<file path="src/rtl/core/ic_pkg.sv">
`default_nettype none

package ic_pkg;

  localparam int unsigned MaxLen = 1024;
  localparam int unsigned IdxW   = $clog2(MaxLen + 1);
  localparam int unsigned CntW   = $clog2(MaxLen);
  localparam int unsigned ValW   = 32;
  localparam int unsigned CountW = 19;
  localparam int unsigned SumW   = CountW + 1;

  localparam logic [CountW-1:0] CountMax = {CountW{1'b1}};

  typedef struct packed {
    logic signed [ValW-1:0] value;
    logic                   is_last;
  } ic_in_t;

  typedef struct packed {
    logic [CountW-1:0] inversion_count;
    logic              overflow;
  } ic_out_t;

  // Token that walks down the chain, one cell per cycle while the chain advances
  typedef struct packed {
    logic                   valid;
    logic                   keep;
    logic                   last;
    logic                   ovf;
    logic [IdxW-1:0]        idx;
    logic [CntW-1:0]        count;
    logic signed [ValW-1:0] value;
  } ic_tok_t;

endpackage

`default_nettype wire

</file>
<file path="src/rtl/core/ic_cell.sv">
`default_nettype none

module ic_cell (
  input  wire logic                   clk_i,
  input  wire logic                   rst_ni,
  input  wire logic                   adv_i,
  input  wire logic [ic_pkg::IdxW-1:0] cell_idx_i,
  input  wire ic_pkg::ic_tok_t        tok_i,
  output ic_pkg::ic_tok_t             tok_o
);

  logic signed [ic_pkg::ValW-1:0] held_q;
  ic_pkg::ic_tok_t                tok_q, tok_d;
  logic                           hit;
  logic                           store;

  // Only cells filled earlier in the same sequence sit below the token's index
  assign hit   = tok_i.valid && tok_i.keep && (cell_idx_i < tok_i.idx) && (held_q > tok_i.value);
  assign store = tok_i.valid && tok_i.keep && (cell_idx_i == tok_i.idx);

  always_comb begin
    tok_d       = tok_i;
    tok_d.count = tok_i.count + ic_pkg::CntW'(hit);
  end

  always_ff @(posedge clk_i or negedge rst_ni) begin
    if (!rst_ni) begin
      tok_q <= '0;
    end else if (adv_i) begin
      tok_q <= tok_d;
    end
  end

  always_ff @(posedge clk_i) begin
    if (adv_i && store) begin
      held_q <= tok_i.value;
    end
  end

  assign tok_o = tok_q;

endmodule

`default_nettype wire

</file>
<file path="config.mk">
export PLATFORM = sky130hd
export DESIGN_NAME = ic_cell
export DESIGN_NICKNAME = d
export VERILOG_FILES = /design/src/rtl/core/ic_pkg.sv /design/src/rtl/core/ic_cell.sv
export SDC_FILE = /design/constraint.sdc
export NUM_CORES = 1
export LEC_CHECK = 0
export BUFFER_PORTS_ARGS = -buffer_cell sky130_fd_sc_hd__clkbuf_2
export CAP_MARGIN = 40
export CORE_ASPECT_RATIO = 0.7
export CORE_MARGIN = 2
export CORE_UTILIZATION = 30
export DETAILED_ROUTE_END_ITERATION = 12
export GPL_TIMING_DRIVEN = 0
export HOLD_SLACK_MARGIN = 0.15
export PLACE_DENSITY_LB_ADDON = 0.12
export SLEW_MARGIN = 20
export SYNTH_ARGS = -nofsm -noshare
export SYNTH_HDL_FRONTEND = slang
export SYNTH_SLANG_ARGS = --single-unit
</file>
<file path="constraint.sdc">
create_clock -name clk_i -period 6.65 [get_ports clk_i]
set_input_delay 0.665 -clock clk_i [delete_from_list [all_inputs] [get_ports clk_i]]
set_output_delay 0.665 -clock clk_i [all_outputs]
set_load 0.03 [all_outputs]
</file>
==> metrics.txt <==
xor/xnor share of the synthesized area=1.619%; Final Cell Area=5553 µm²; worst r2r src=held_q[26]$_DFFE_PP_; DR pass1 iterations=4; Vias=3,018; post-synthesis simple-gate area fraction=6.160%; power per cell area=245.8 nW/µm²; Tmin final=2.988 ns; ANT nets after route=0; worst path bufs/invs=2; Synth Area in Adders=13.01%; most used cell, CP=ha_1; die height=104.5 µm; Finished Core Util=39.64%; Tot GR Track Use=12.91%; Post-synth EDFFs=32; Crit Path Class=input pin to register; Synth top area share=32.97%; Initial Util=30.89%; Compound-Gate Fraction of Synth Area=6.478%; Area contributors post-synth=dfrtp_1 33%, edfxtp_1 22%, ha_1 13%; layout cells sized above 1=42.42%; Fin. Hold Viols=0; vias in the first global route=3,098; max incr delay on CP=0.32 ns; placeable core area=14,010 µm²; fin. max-slew vios=0; number of synthesis warnings=0; total grt overflow=0; Clock Pin Slew Worst Setup and Hold Paths=0.07 ns; mean area per synthesized cell=12.76 µm²; mux contribution to synthesized area=12.75%; Setup crit start=tok_i[26]; Root Driver=clkbuf_16; Leakage=2.677 nW; die area=15,410 µm²; I/O pins=128; PortBufs=126; Final #Nets=599; largest net degree at the start of global routing=36; clock skew=0.006086 ns; most instantiated cells after synthesis=57 x dfrtp_1, 49 x mux2_2, 47 x inv_1, 45 x ha_1, 32 x edfxtp_1; Avg WL per Cell=14.07 µm; htree depth=3; RSZ-0062 raised after global routing=false; Worst Path Required=6.85 ns; ys async rst share=64.04%; Final Cycle Share=44.93%; TritonCTS clock tree=done; critical path cell sequence=clkbuf_2, inv_1, ha_1, nand4_2, nor4_2, nor3b_2, o32ai_1, a211oi_1, ha_1, and3_1, nand3_1, xor2_1, a21oi_1; Post-route DRC=0; synthesized instance count=339; initial antenna violation count=0; Worst slew margin=61.27%; number of DRC violations after detailed-routing iteration 0=91; Peak supply drop=0.1247 mV; Layout Area Growth over Synthesis=28.34%; status=complete, no violations; type of origin of the critical path=input pin; ys flop type=dfrtp_1; antenna cells=0; max_cap viols=0; top-count cell post-synth=dfrtp_1; synth unique cells=37; DR vias/cell=4.451; Final Setup Violations=0; post-synthesis cell area=4327 µm²; CTS max path bufs=2; Worst Path Max Fanout=4; combinational family with the most area after synthesis=adder cells; CP endpoint kind=register; clk sinks=89; post-synth top area cell=dfrtp_1; family with the most delay on the worst path=simple AND/OR/NAND/NOR gates; Placed Area=5256 µm²; Die X=147.5 µm; routability cong.=0.7658; Rows=36; syn_nets=455; Peak Freq=334.7 MHz; Hold Path Class=input pin to asynchronous set/reset pin; register area share after synthesis=55.18%; hpwl dp=7827 µm; CP Data Arrival Time=3.19 ns; #FFs+latches synth=89; Hold-fix buffers, CTS=0; post_cts resized=0; worst-skew pair later-pin latency=0.33 ns; Total Wirelength=9541 µm; Worst path slowest cell=ha_1; TritonCTS Buffers=9; first-pass GRT wire length=15,720 µm; post-CTS setup buffer count=0; slew at the pin with the worst max-slew slack=0.5810 ns
sequential cells by signal, indices dropped and copies added (netlist names):
name / cells
held_q: 32
tok_o: 57
worst paths after layout:
kind | slack, ns | endpoint | cells past startpoint
worst max-delay path | 3.66 | tok_o[37]$_DFFE_PN0P_ | 13
worst min-delay path | 0.25 | tok_o[5]$_DFFE_PN0P_ | 1
worst max register to register | 3.77 | tok_o[37]$_DFFE_PN0P_ | 11
worst min register to register | 0.51 | tok_o[11]$_DFFE_PN0P_ | 1
max in group asynchronous | 5.89 | tok_o[28]$_DFFE_PN0P_ | 2
min in group clk_i | 0.51 | tok_o[11]$_DFFE_PN0P_ | 1
through the flow:
step | cells | hold slack (ns) | power [W] | worst slack (ns) | setup TNS (ns)
after floorplan | 339 | 0.3694 | 0.0007779 | 1.637 | 0
after global placement | 655 | 0.4881 | 0.0008674 | -0.7271 | -23.23
after CTS | 678 | 0.2538 | 0.001392 | 3.523 | 0
after global routing | 678 | 0.2642 | 0.001440 | 3.309 | 0
final | 678 | 0.2544 | 0.001365 | 3.662 | 0
after detailed placement | 662 | 0.4957 | 0.0008733 | 3.180 | 0
logic make-up (layout without fill, tap and decap cells):
logic type,Yosys count,after routing
AO/OA/AOI/OAI,46,46
AND/OR/NAND/NOR,48,48
buffers and inverters,54,203
XOR/XNOR,8,8
multiplexers,49,49
flip-flops,89,89
adder cells (fa/ha/maj),45,45
power breakdown:
part	internal (W)	switching (W)
registers	0.000603	0.0000174
clock network	0.000293	0.000214
logic	0.0000879	0.000149
worst reg2reg max path, cell delays in order, from the launching register on:
cell and delay [ns]:
edfxtp_1 0.37, ha_1 0.34, nand4_2 0.13, nor4_2 0.29, nor3b_2 0.30, o32ai_1 0.16, a211oi_1 0.31, ha_1 0.24
and3_1 0.24, nand3_1 0.11, xor2_1 0.18, a21oi_1 0.09
layout by cell type (no fill, tap or decap), types with 2 or more instances in the layout:
cell type   instances
a211oi_1            4
clkinvlp_4          2
nand3_1             8
buf_2               9
clkbuf_2          125
mux2_2             49
clkbuf_1            3
a21oi_1            24
a21o_1              3
dfrtp_1            57
and3_1              3
nand4_1             4
nor2_1             11
xnor2_1             2
xor2_1              6
clkbuf_16           9
o21ai_0             5
edfxtp_1           32
ha_1               45
nand2_1            12
and4_1              3
inv_1              47
layout make-up:
cell class | instances | area (µm²)
Tap cell | 190 | 237.7
Clock buffer | 10 | 229.0
Clock inverter | 6 | 67.56
Multi-Input combinational cell | 196 | 1738
Fill cell | 1362 | 8456
Timing Repair Buffer | 133 | 685.7
Buffer | 7 | 31.28
Inverter | 47 | 176.4
Sequential cell | 89 | 2387
routing by layer:
metal / GRT usage (%) / part of all wire [%] / vias to the layer above
met5: 0 / 0 / -
met4: 2.885 / 0.87 / 0
met3: 4.342 / 6.1 / 8
met2: 19.70 / 43 / 73
met1: 17.78 / 50 / 1445
li1: - / - / 1492
(Power assumes the default switching activity.)
