===== config.mk =====
export PLATFORM = sky130hd
export DESIGN_NAME = ic_accum
export DESIGN_NICKNAME = d
export VERILOG_FILES = /design/src/rtl/core/ic_pkg.sv /design/src/rtl/core/ic_accum.sv
export SDC_FILE = /design/constraint.sdc
export NUM_CORES = 1
export LEC_CHECK = 0
export ABC_AREA = 0
export BUFFER_PORTS_ARGS = -buffer_cell sky130_fd_sc_hd__buf_2
export CAP_MARGIN = 20
export CORE_UTILIZATION = 25
export DETAILED_ROUTE_END_ITERATION = 8
export MAX_ROUTING_LAYER = met4
export PLACE_DENSITY = 0.45
export SETUP_SLACK_MARGIN = 0.15
export SLEW_MARGIN = 20
export SYNTH_ARGS = -nofsm -noshare
export SYNTH_HDL_FRONTEND = slang
export SYNTH_SLANG_ARGS = --single-unit

===== constraint.sdc =====
create_clock -name clk_i -period 2.39 [get_ports clk_i]
set_input_delay 0.1195 -clock clk_i [delete_from_list [all_inputs] [get_ports clk_i]]
set_output_delay 0.1195 -clock clk_i [all_outputs]
set_load 0.02 [all_outputs]

===== src/rtl/core/ic_pkg.sv =====
`default_nettype none

package ic_pkg;

  localparam int unsigned MaxLen = 1024;
  localparam int unsigned IdxW   = $clog2(MaxLen + 1);
  localparam int unsigned CntW   = $clog2(MaxLen);
  localparam int unsigned ValW   = 32;
  localparam int unsigned CountW = 19;
  localparam int unsigned SumW   = CountW + 1;

  localparam logic [CountW-1:0] CountMax = {CountW{1'b1}};

  typedef struct packed {
    logic signed [ValW-1:0] value;
    logic                   is_last;
  } ic_in_t;

  typedef struct packed {
    logic [CountW-1:0] inversion_count;
    logic              overflow;
  } ic_out_t;

  // Token that walks down the chain, one cell per cycle while the chain advances
  typedef struct packed {
    logic                   valid;
    logic                   keep;
    logic                   last;
    logic                   ovf;
    logic [IdxW-1:0]        idx;
    logic [CntW-1:0]        count;
    logic signed [ValW-1:0] value;
  } ic_tok_t;

endpackage

`default_nettype wire


===== src/rtl/core/ic_accum.sv =====
`default_nettype none

module ic_accum (
  input  wire logic            clk_i,
  input  wire logic            rst_ni,
  input  wire ic_pkg::ic_tok_t tok_i,
  input  wire logic            out_ready_i,
  output logic                 out_valid_o,
  output ic_pkg::ic_out_t      out_data_o,
  output logic                 adv_o
);

  logic [ic_pkg::CountW-1:0] total_q;
  logic [ic_pkg::SumW-1:0]   sum;
  logic [ic_pkg::CountW-1:0] sat;
  logic                      out_valid_q;
  ic_pkg::ic_out_t           out_q;

  // Hold the whole chain while a result waits
  assign adv_o = !out_valid_q || out_ready_i;

  assign sum = {1'b0, total_q} + ic_pkg::SumW'(tok_i.count);
  assign sat = (sum > ic_pkg::SumW'(ic_pkg::CountMax)) ? ic_pkg::CountMax
                                                        : sum[ic_pkg::CountW-1:0];

  always_ff @(posedge clk_i or negedge rst_ni) begin
    if (!rst_ni) begin
      total_q     <= '0;
      out_valid_q <= 1'b0;
    end else if (adv_o) begin
      out_valid_q <= tok_i.valid && tok_i.last;
      if (tok_i.valid) begin
        total_q <= tok_i.last ? '0 : sat;
      end
    end
  end

  always_ff @(posedge clk_i) begin
    if (adv_o && tok_i.valid && tok_i.last) begin
      out_q.inversion_count <= sat;
      out_q.overflow        <= tok_i.ovf;
    end
  end

  assign out_valid_o = out_valid_q;
  assign out_data_o  = out_q;

endmodule

`default_nettype wire


==> results of run 1 <==
[Yosys cell counts (4+ instances only)]
cell | count | area [um2]
a21o_1 | 4 | 30.03
inv_1 | 11 | 41.29
dfrtp_1 | 20 | 500.5
nand3_1 | 6 | 30.03
nand2_1 | 24 | 90.09
a31oi_1 | 10 | 62.56
nand2b_1 | 4 | 25.02
clkbuf_1 | 5 | 18.77
nor3_1 | 7 | 35.03
ha_1 | 10 | 125.1
o21ai_0 | 15 | 75.07
xnor2_1 | 9 | 78.83
edfxtp_1 | 20 | 600.6
nor2_1 | 13 | 48.80
xor2_1 | 4 | 35.03
a21oi_1 | 19 | 95.09
[routing by layer]
metal,GRT usage [%],vias up,part of all wire (%)
li1,-,931,-
met1,15.92,872,48
met2,20.48,40,46
met3,2.384,4,4.1
met4,3.789,0,1.1
met5,-,-,0
[power by group through the flow]
stage	sequential (mW)	clock, mW	combinational [mW]
after floorplan	1.05	0	0.726
after global placement	0.996	0	1.04
after detailed placement	0.998	0	1.04
after CTS	0.986	0.465	1.13
after global routing	1.03	0.484	1.39
final	1.01	0.439	1.23
[area by class of cell]
cell class	count	area [um2]	area share, %
Clock buffer	7	76.32	2.620
Inverter	11	41.29	1.418
Timing Repair Buffer	57	365.4	12.54
Clock inverter	1	3.754	0.1289
Tap cell	108	135.1	4.639
Multi-Input combinational cell	165	1190	40.85
Sequential cell	40	1101	37.80
[worst min-delay path, delay by kind of cell]
| family | cells | cell delay (ns) |
|---|---|---|
| AND/OR/NAND/NOR | 2 | 0.20 |
| buffers and inverters | 1 | 0.07 |
[kinds of logic (layout without fill, tap and decap cells)]
group / count (synthesis) / count (layout) / synth area share (%)
AOI/OAI and AO/OA: 73 / 73 / 20.46
xor gates and xnor gates: 13 / 13 / 5.058
adders and majority gates: 11 / 11 / 6.448
buffers and inverters: 22 / 76 / 4.502
DFF: 40 / 40 / 48.92
and+or+nand+nor: 68 / 68 / 14.62
[worst paths after layout]
check	start	to	slack, ns	depth (start not counted)
setup / recovery	total_q[0]	out_data_o[17]	0.17	10
hold / removal	out_ready_i	out_valid_o	0.13	3
setup reg to reg	total_q[0]	out_data_o[17]	0.17	10
hold reg to reg	total_q[8]	total_q[8]	0.50	2
max in group asynchronous	rst_ni	total_q[4]	1.70	2
min in group asynchronous	rst_ni	total_q[8]	0.33	2
[metrics by stage]
step                      instances  utilization [%]  total power [mW]
final                           389            33.40             2.679
after global routing            389            33.40             2.898
after CTS                       384            31.85             2.579
after detailed placement        373            30.17             2.041
after global placement          373            30.17             2.035
after floorplan                 227                -             1.775
[sequential cells by signal, summed over array words and instances, names as in the netlist]
| name | cells |
|---|---|
| out_valid_o | 1 |
| total_q | 19 |
| out_data_o | 20 |
[what timing repair did]
| action | 4_1_cts | 5_1_grt |
|---|---|---|
| pin swaps | 10 | 12 |
| gates resized for setup | 11 | 14 |
| endpoints found under the setup margin | 12 | 22 |
| hold endpoints to repair | 21 | 0 |
| hold buffers | 2 | 0 |
| buffers inserted | 1 | 5 |
==> metrics.csv, run 1 <==
metric;value;unit
status;finished clean;
cp-end-kind;flip-flop;
clockRootBuffer;clkbuf_8;
avgRoutedWirePerCell;14.01;um
finalSetupViolCount;0;
yosysSeqAreaShare;48.92;%
setup_tns;0;ns
grt_pass1_wl;9190;um
cp-start-kind;flip-flop;
die_h;96.89;um
rows;34;
grt_setup_unrepaired;yes;
powerDensity;919.7;mW/mm2
drtAntennaViolNets;0;
timing.critical_path.required;2.52;ns
yosys_warnings;0;
fin_crit_sh;92.98;%
ys_types;45;
pre_cts_ws;-0.1255;ns
crit_family;compound AO/OA/AOI/OAI gates;
drv_cap;0;
finish.net_count;351;
antenna_found_initial;0;
final_layout_size_suffix_gt1_share;29.54;%
clk_pin_slew;0.08;ns
die-area;0.009387;mm2
slew_viol_final;0;
synth_enable_flop_cells;20;
grt_max_degree;30;
critical_path_class;reg -> reg;
final_cell_mix;buf_2, nand2_1, edfxtp_1, dfrtp_1, a21oi_1;
design.core.area;0.008721;mm2
netlist_area;0.002251;mm2
critPathBufInv;2;
vias;1847;
via_per_inst;4.748;
whs;0.1334;ns
ios;82;
leakagePower;1.214;nW
slew_headroom;65.13;%
cts_buffers;5;
synth_ff_type;edfxtp_1;
hold_violations;0;
cts_tree;built;
cp_cell_sequence;ha_4 -> inv_2 -> fa_2 -> nand2b_4 -> a211oi_4 -> o211ai_1 -> nor2_1 -> buf_4 -> nand2_1 -> a32oi_1;
seqPwrFrac;37.6;%
grt_pass1_vias;1852;
intPower;1.686;mW
grt_usage;12.60;%
initial_core_util;25.81;%
diodes;0;
comb_power_share;46.0;%
fmax;450.0;MHz
cp.arrival;2.36;ns
min_path_type;in -> reg;
syn_nets;298;
drc;0;
fin_ws;0.1677;ns
path_max_fanout;6;
min_period;2.222;ns
synthesis.instances;227;
cts_buffer_depth;2;
placed_area;0.002631;mm2
dr.pass1.iters;4;
cts_max_level;2;
p_sw_share;37.08;%
max_slew.worst_pin.slew;0.5230;ns
drt_iter0_drc;95;
vdd_drop_max;0.3127;mV
finalInstanceArea;0.002913;mm2
fillers;907;
fp.dieW;96.89;um
gr-total-overflow;0;
p_sw;0.9932;mW
syn_to_final_growth;29.41;%
synth-seq-cells;40;
worst_clock_skew;0.008766;ns
dp_hpwl;3750;um
max_stage_delay;0.39;ns
portBuffers;37;
clock-sinks;40;
gp_congestion;0.7860;
async_flop_share;50.00;%
wl;5450;um
syn_area_per_cell;9.916;um2
layout_commonest_cell;buf_2;
clk_latency;0.29;ns
cpMaxStageDelayCell;dfrtp_1;
pwr-share-clk;16.4;%
Power figures use the tool's default switching activity.
==> run 2, diff against run 1 <==
--- a/config.mk
+++ b/config.mk
@@ -8,10 +8,10 @@
 export ABC_AREA = 0
 export BUFFER_PORTS_ARGS = -buffer_cell sky130_fd_sc_hd__buf_2
 export CAP_MARGIN = 20
-export CORE_UTILIZATION = 25
+export CORE_UTILIZATION = 40
 export DETAILED_ROUTE_END_ITERATION = 8
 export MAX_ROUTING_LAYER = met4
-export PLACE_DENSITY = 0.45
+export PLACE_DENSITY = 0.66
 export SETUP_SLACK_MARGIN = 0.15
 export SLEW_MARGIN = 20
 export SYNTH_ARGS = -nofsm -noshare
==> run 2 against run 1 <==
  * Design area up 0.21%
  * Via count down 0.81%
  * Cell count down 11%
  * Die area down 37%
  * Sequential share of layout area down 0.081 points
==> metrics.csv, run 2 (synthesized netlist as in run 1, its figures left out) <==
metric;value;unit
status;finished clean;
cp-start-kind;flip-flop;
grt_max_degree;30;
gr-total-overflow;0;
min_from;out_ready_i;
fp.dieW;77.02;um
grt_usage;17.71;%
vdd_drop_max;0.4857;mV
worst_clock_skew;0.007330;ns
worstReg2RegEnd;out_data_o[17];
largest_reg_flops;20;
clockRootBuffer;clkbuf_8;
cp_cell_sequence;ha_4 -> inv_2 -> fa_2 -> nand2b_4 -> a211oi_4 -> o211ai_1 -> nor2_1 -> buf_4 -> nand2_1 -> a32oi_1;
slew_headroom;67.43;%
rows;26;
path_max_fanout;6;
dr.pass1.iters;4;
holdPathStages;3;
min_period;2.210;ns
r2r-start;total_q[0];
clk_latency;0.30;ns
intPower;1.994;mW
fin_crit_sh;92.47;%
powerDensity;1032;mW/mm2
design.core.area;0.005270;mm2
place_inst;335;
finalSetupViolCount;0;
hold_violations;0;
vias;1832;
critical_path_class;reg -> reg;
cpMaxStageDelayCell;dfrtp_1;
die_h;77.02;um
fillers;482;
ios;82;
drtAntennaViolNets;0;
leakagePower;1.234;nW
r2r_setup_slack;0.18;ns
finish.net_count;348;
drc;0;
final_cell_mix;buf_2, nand2_1, edfxtp_1, dfrtp_1, a21oi_1;
timing.critical_path.required;2.52;ns
max_stage_delay;0.39;ns
cts_buffer_depth;2;
seqPwrFrac;33.5;%
critPathBufInv;2;
wl;4971;um
cts_tree;built;
min_path_type;in -> reg;
multi_input_area;0.001205;mm2
cts_max_level;2;
p_sw;1.018;mW
final_layout_size_suffix_gt1_share;29.86;%
drt_iter0_drc;91;
regArea;0.001101;mm2
drv_cap;0;
via_per_inst;5.264;
dp_hpwl;3179;um
p_sw_share;33.79;%
grt_pass1_wl;8079;um
syn_to_final_growth;29.68;%
grt_pass1_vias;1679;
comb_power_share;41.1;%
avgRoutedWirePerCell;14.28;um
clock-sinks;40;
cp.arrival;2.34;ns
fin_cells;348;
initial_core_util;42.71;%
worstRegToRegCells;10;
cp-end-kind;flip-flop;
die-area;0.005931;mm2
gp_congestion;0.8706;
crit_family;compound AO/OA/AOI/OAI gates;
grt_setup_unrepaired;yes;
cts_buffers;5;
fin_util;55.39;%
min_to;out_valid_o;
clk_pin_slew;0.08;ns
portBuffers;37;
slew_viol_final;0;
layout_commonest_cell;buf_2;
max_slew.worst_pin.slew;0.4886;ns
pwr-share-clk;25.4;%
diodes;0;
fmax;452.5;MHz
antenna_found_initial;0;
==> run 2: changes by cell type in the layout (fill, tap and decap cells not counted), moves of 2 or more <==
cell,change
bufinv_16,+3
clkbuf_1,-2
buf_12,-2
buf_4,-2
==> run 2: final cells by class <==
type	count	area share [%]
multi-input combinational	165	41.28
timing repair buffer	54	11.14
clock buffer	5	2.357
clock inverter	3	3.086
inverter	11	1.414
sequential	40	37.72
tap	70	3.000
==> run 2: power by group through the flow <==
stage          clock, mW  sequential (mW)  combinational (mW)
6_report           0.765             1.01                1.24
5_1_grt            0.805             1.02                1.38
4_1_cts            0.781            0.983                1.09
3_5_place_dp           0            0.994                1.02
3_3_place_gp           0            0.994                1.01
2_1_floorplan          0             1.05               0.726
==> run 2: routing by layer <==
layer  part of all wire (%)  up-vias  track usage, %
li1                       -      919               -
met1                     47      860           24.71
met2                     47       44           25.45
met3                    4.7        9           3.095
met4                    1.6        0           7.170
met5                      0        -               -
==> run 2: stage by stage <==
stage | setup TNS [ns] | setup WS [ns] | hold slack (ns) | cell area (um2) | total power, mW
after floorplan | 0 | 0.1909 | -0.1761 | 2256 | 1.775
after CTS | 0 | 0.1174 | 0.1240 | 2779 | 2.855
after global routing | 0 | 0.07986 | 0.1389 | 2919 | 3.203
after global placement | -0.09419 | -0.04805 | 0.1058 | 2559 | 2.007
after detailed placement | -0.2284 | -0.08547 | 0.1135 | 2559 | 2.016
final | 0 | 0.1800 | 0.1274 | 2919 | 3.012
==> run 2: what timing repair did <==
action | CTS | global route
hold buffers | 2 | 0
resized for setup | 10 | 18
hold endpoints to repair | 21 | 0
setup endpoints to repair | 15 | 24
pin swaps | 7 | 9
buffers inserted | 1 | 2
==> run 2: how the worst max path moves through the flow <==
stage / from / end / slack, ns / cells after the start
3_5_place_dp: total_q[0] / out_data_o[19] / -0.09 / 9
5_1_grt: total_q[0] / out_data_o[17] / 0.08 / 10
6_report: total_q[0] / out_data_o[17] / 0.18 / 10
4_1_cts: total_q[0] / out_data_o[17] / 0.12 / 10
3_3_place_gp: total_q[0] / out_data_o[19] / -0.05 / 9
2_1_floorplan: total_q[0] / out_data_o[17] / 0.19 / 8
==> run 2: tightest hold or removal path, cell delays in order <==
cell and delay, ns:
buf_2 0.07, nand2b_1 0.14, nand2_1 0.06
==> run 3, diff against run 2 <==
--- a/config.mk
+++ b/config.mk
@@ -9,6 +9,7 @@
 export BUFFER_PORTS_ARGS = -buffer_cell sky130_fd_sc_hd__buf_2
 export CAP_MARGIN = 20
 export CORE_UTILIZATION = 40
+export CTS_BUF_LIST = sky130_fd_sc_hd__clkbuf_2
 export DETAILED_ROUTE_END_ITERATION = 8
 export MAX_ROUTING_LAYER = met4
 export PLACE_DENSITY = 0.66
==> run 3 against run 2 <==
  * Setup slack worse by 0.070 ns
  * Critical endpoint unchanged
  * Combinational power increased by 4%
  * Non-clock buffer count grew 5
  * Sequential share of layout area shrank 0.43 points
  * Via count increased by 1.5%
  * Register-to-register slack worse by 0.07 ns
  * Clock-buffer cell count is the same
  * Sequential power about the same
  * Maximum frequency decreased by 3.1%
==> metrics.csv, run 3 (synthesized netlist as in run 1, its figures left out) <==
metric;value;unit
status;finished clean;
grt_setup_unrepaired;yes;
fin_util;56.03;%
rows;26;
r2r-start;total_q[0];
leakagePower;1.261;nW
regArea;0.001101;mm2
drtAntennaViolNets;0;
pre_cts_ws;-0.08547;ns
fmax;438.6;MHz
gr-total-overflow;0;
slew_headroom;67.64;%
timing.critical_path.required;2.66;ns
final_layout_size_suffix_gt1_share;31.80;%
via_per_inst;5.269;
cts_tree;built;
fp.dieW;77.02;um
whs;0.05893;ns
diodes;0;
initial_core_util;42.71;%
min_path_type;in -> reg;
max_slew.worst_pin.slew;0.4854;ns
grt_pass1_wl;8093;um
gp_congestion;0.8706;
vdd_drop_max;0.4242;mV
cp_cell_sequence;ha_2 -> inv_2 -> fa_2 -> nand2b_4 -> a211oi_4 -> o211ai_1 -> nor2_1 -> buf_4 -> nand2_1 -> a32oi_1;
critical_path_class;reg -> reg;
p_sw_share;35.43;%
cp-end-kind;flip-flop;
grt_max_degree;30;
dr.pass1.iters;4;
vias;1860;
multi_input_area;0.001220;mm2
worstReg2RegEnd;out_data_o[17];
cpMaxStageDelayCell;dfrtp_1;
setup_tns;0;ns
drt_iter0_drc;135;
min_from;tok_i[54];
powerDensity;987.2;mW/mm2
r2r_setup_slack;0.11;ns
cts_buffers;5;
path_max_fanout;6;
hold_violations;0;
intPower;1.882;mW
clock-sinks;40;
min_period;2.280;ns
drc;0;
comb_power_share;44.1;%
clk_pin_slew;0.21;ns
max_stage_delay;0.40;ns
slew_viol_final;0;
final_cell_mix;buf_2, nand2_1, edfxtp_1, dfrtp_1, a21oi_1;
syn_to_final_growth;31.18;%
fin_ws;0.1101;ns
grt_pass1_vias;1684;
dp_hpwl;3179;um
ios;82;
clk_latency;0.41;ns
wl;5239;um
worstRegToRegCells;10;
seqPwrFrac;34.6;%
finish.net_count;353;
portBuffers;37;
design.core.area;0.005270;mm2
die-area;0.005931;mm2
holdPathStages;3;
die_h;77.02;um
clockRootBuffer;clkbuf_2;
avgRoutedWirePerCell;14.84;um
cp.arrival;2.55;ns
min_to;total_q[15];
worst_clock_skew;0.01088;ns
p_sw;1.033;mW
antenna_found_initial;0;
grt_usage;17.71;%
layout_commonest_cell;buf_2;
fillers;478;
cts_buffer_depth;2;
cp-start-kind;flip-flop;
cts_max_level;2;
fin_crit_sh;95.39;%
pwr-share-clk;21.2;%
finalSetupViolCount;0;
largest_reg_flops;20;
drv_cap;0;
run 3: final cells by class:
type / instances / area share, %
inverter: 11 / 1.398
timing repair buffer: 59 / 13.14
tap: 70 / 2.966
sequential: 40 / 37.29
multi-input combinational: 165 / 41.31
clock buffer: 5 / 0.8475
clock inverter: 3 / 3.051
run 3: worst max-delay path by stage:
stage | from | to | slack [ns] | depth (start not counted)
after floorplan | total_q[0] | out_data_o[17] | 0.19 | 8
after global placement | total_q[0] | out_data_o[19] | -0.05 | 9
after detailed placement | total_q[0] | out_data_o[19] | -0.09 | 9
after CTS | total_q[0] | out_data_o[17] | 0.11 | 10
after global routing | total_q[0] | out_data_o[17] | -0.02 | 10
final | total_q[0] | out_data_o[17] | 0.11 | 10
run 3: stage by stage:
| step | area [um2] | power, mW | instances |
|---|---|---|---|
| final | 2953 | 2.915 | 353 |
| after detailed placement | 2559 | 2.016 | 335 |
| after CTS | 2758 | 2.720 | 349 |
| after global routing | 2953 | 3.092 | 353 |
| after global placement | 2559 | 2.007 | 335 |
| after floorplan | 2256 | 1.775 | 227 |
run 3: power groups by stage:
stage,sequential (mW),clock (mW),combinational (mW)
floorplan,1.05,0,0.726
global placement,0.994,0,1.01
detailed placement,0.994,0,1.02
CTS,0.982,0.634,1.10
global route,1.02,0.652,1.42
finish,1.01,0.619,1.29
run 3: what timing repair did:
item                       in CTS  in global routing
hold buffers                    3                  0
pin swaps                       7                 12
setup endpoints to repair      15                 25
gates resized for setup         8                 26
buffers inserted                3                  3
hold endpoints to repair       22                  0
cloned                          0                  1
run 3: per-layer routing:
layer / share of wire (%) / wire length (um) / GRT usage (%)
met3: 3.3 / 172 / 3.690
met5: 0 / 0 / -
met1: 48 / 2505 / 24.71
met4: 1.9 / 98 / 6.415
met2: 47 / 2462 / 25.36
run 3: worst max-delay path, delay by kind of cell, from the launching register on:
kind                     cells  cell delay [ns]
adder cells (fa/ha/maj)      2             0.55
AND/OR/NAND/NOR              3             0.36
flip-flops                   1             0.40
buffers and inverters        2             0.19
AO/OA/AOI/OAI                3             0.64
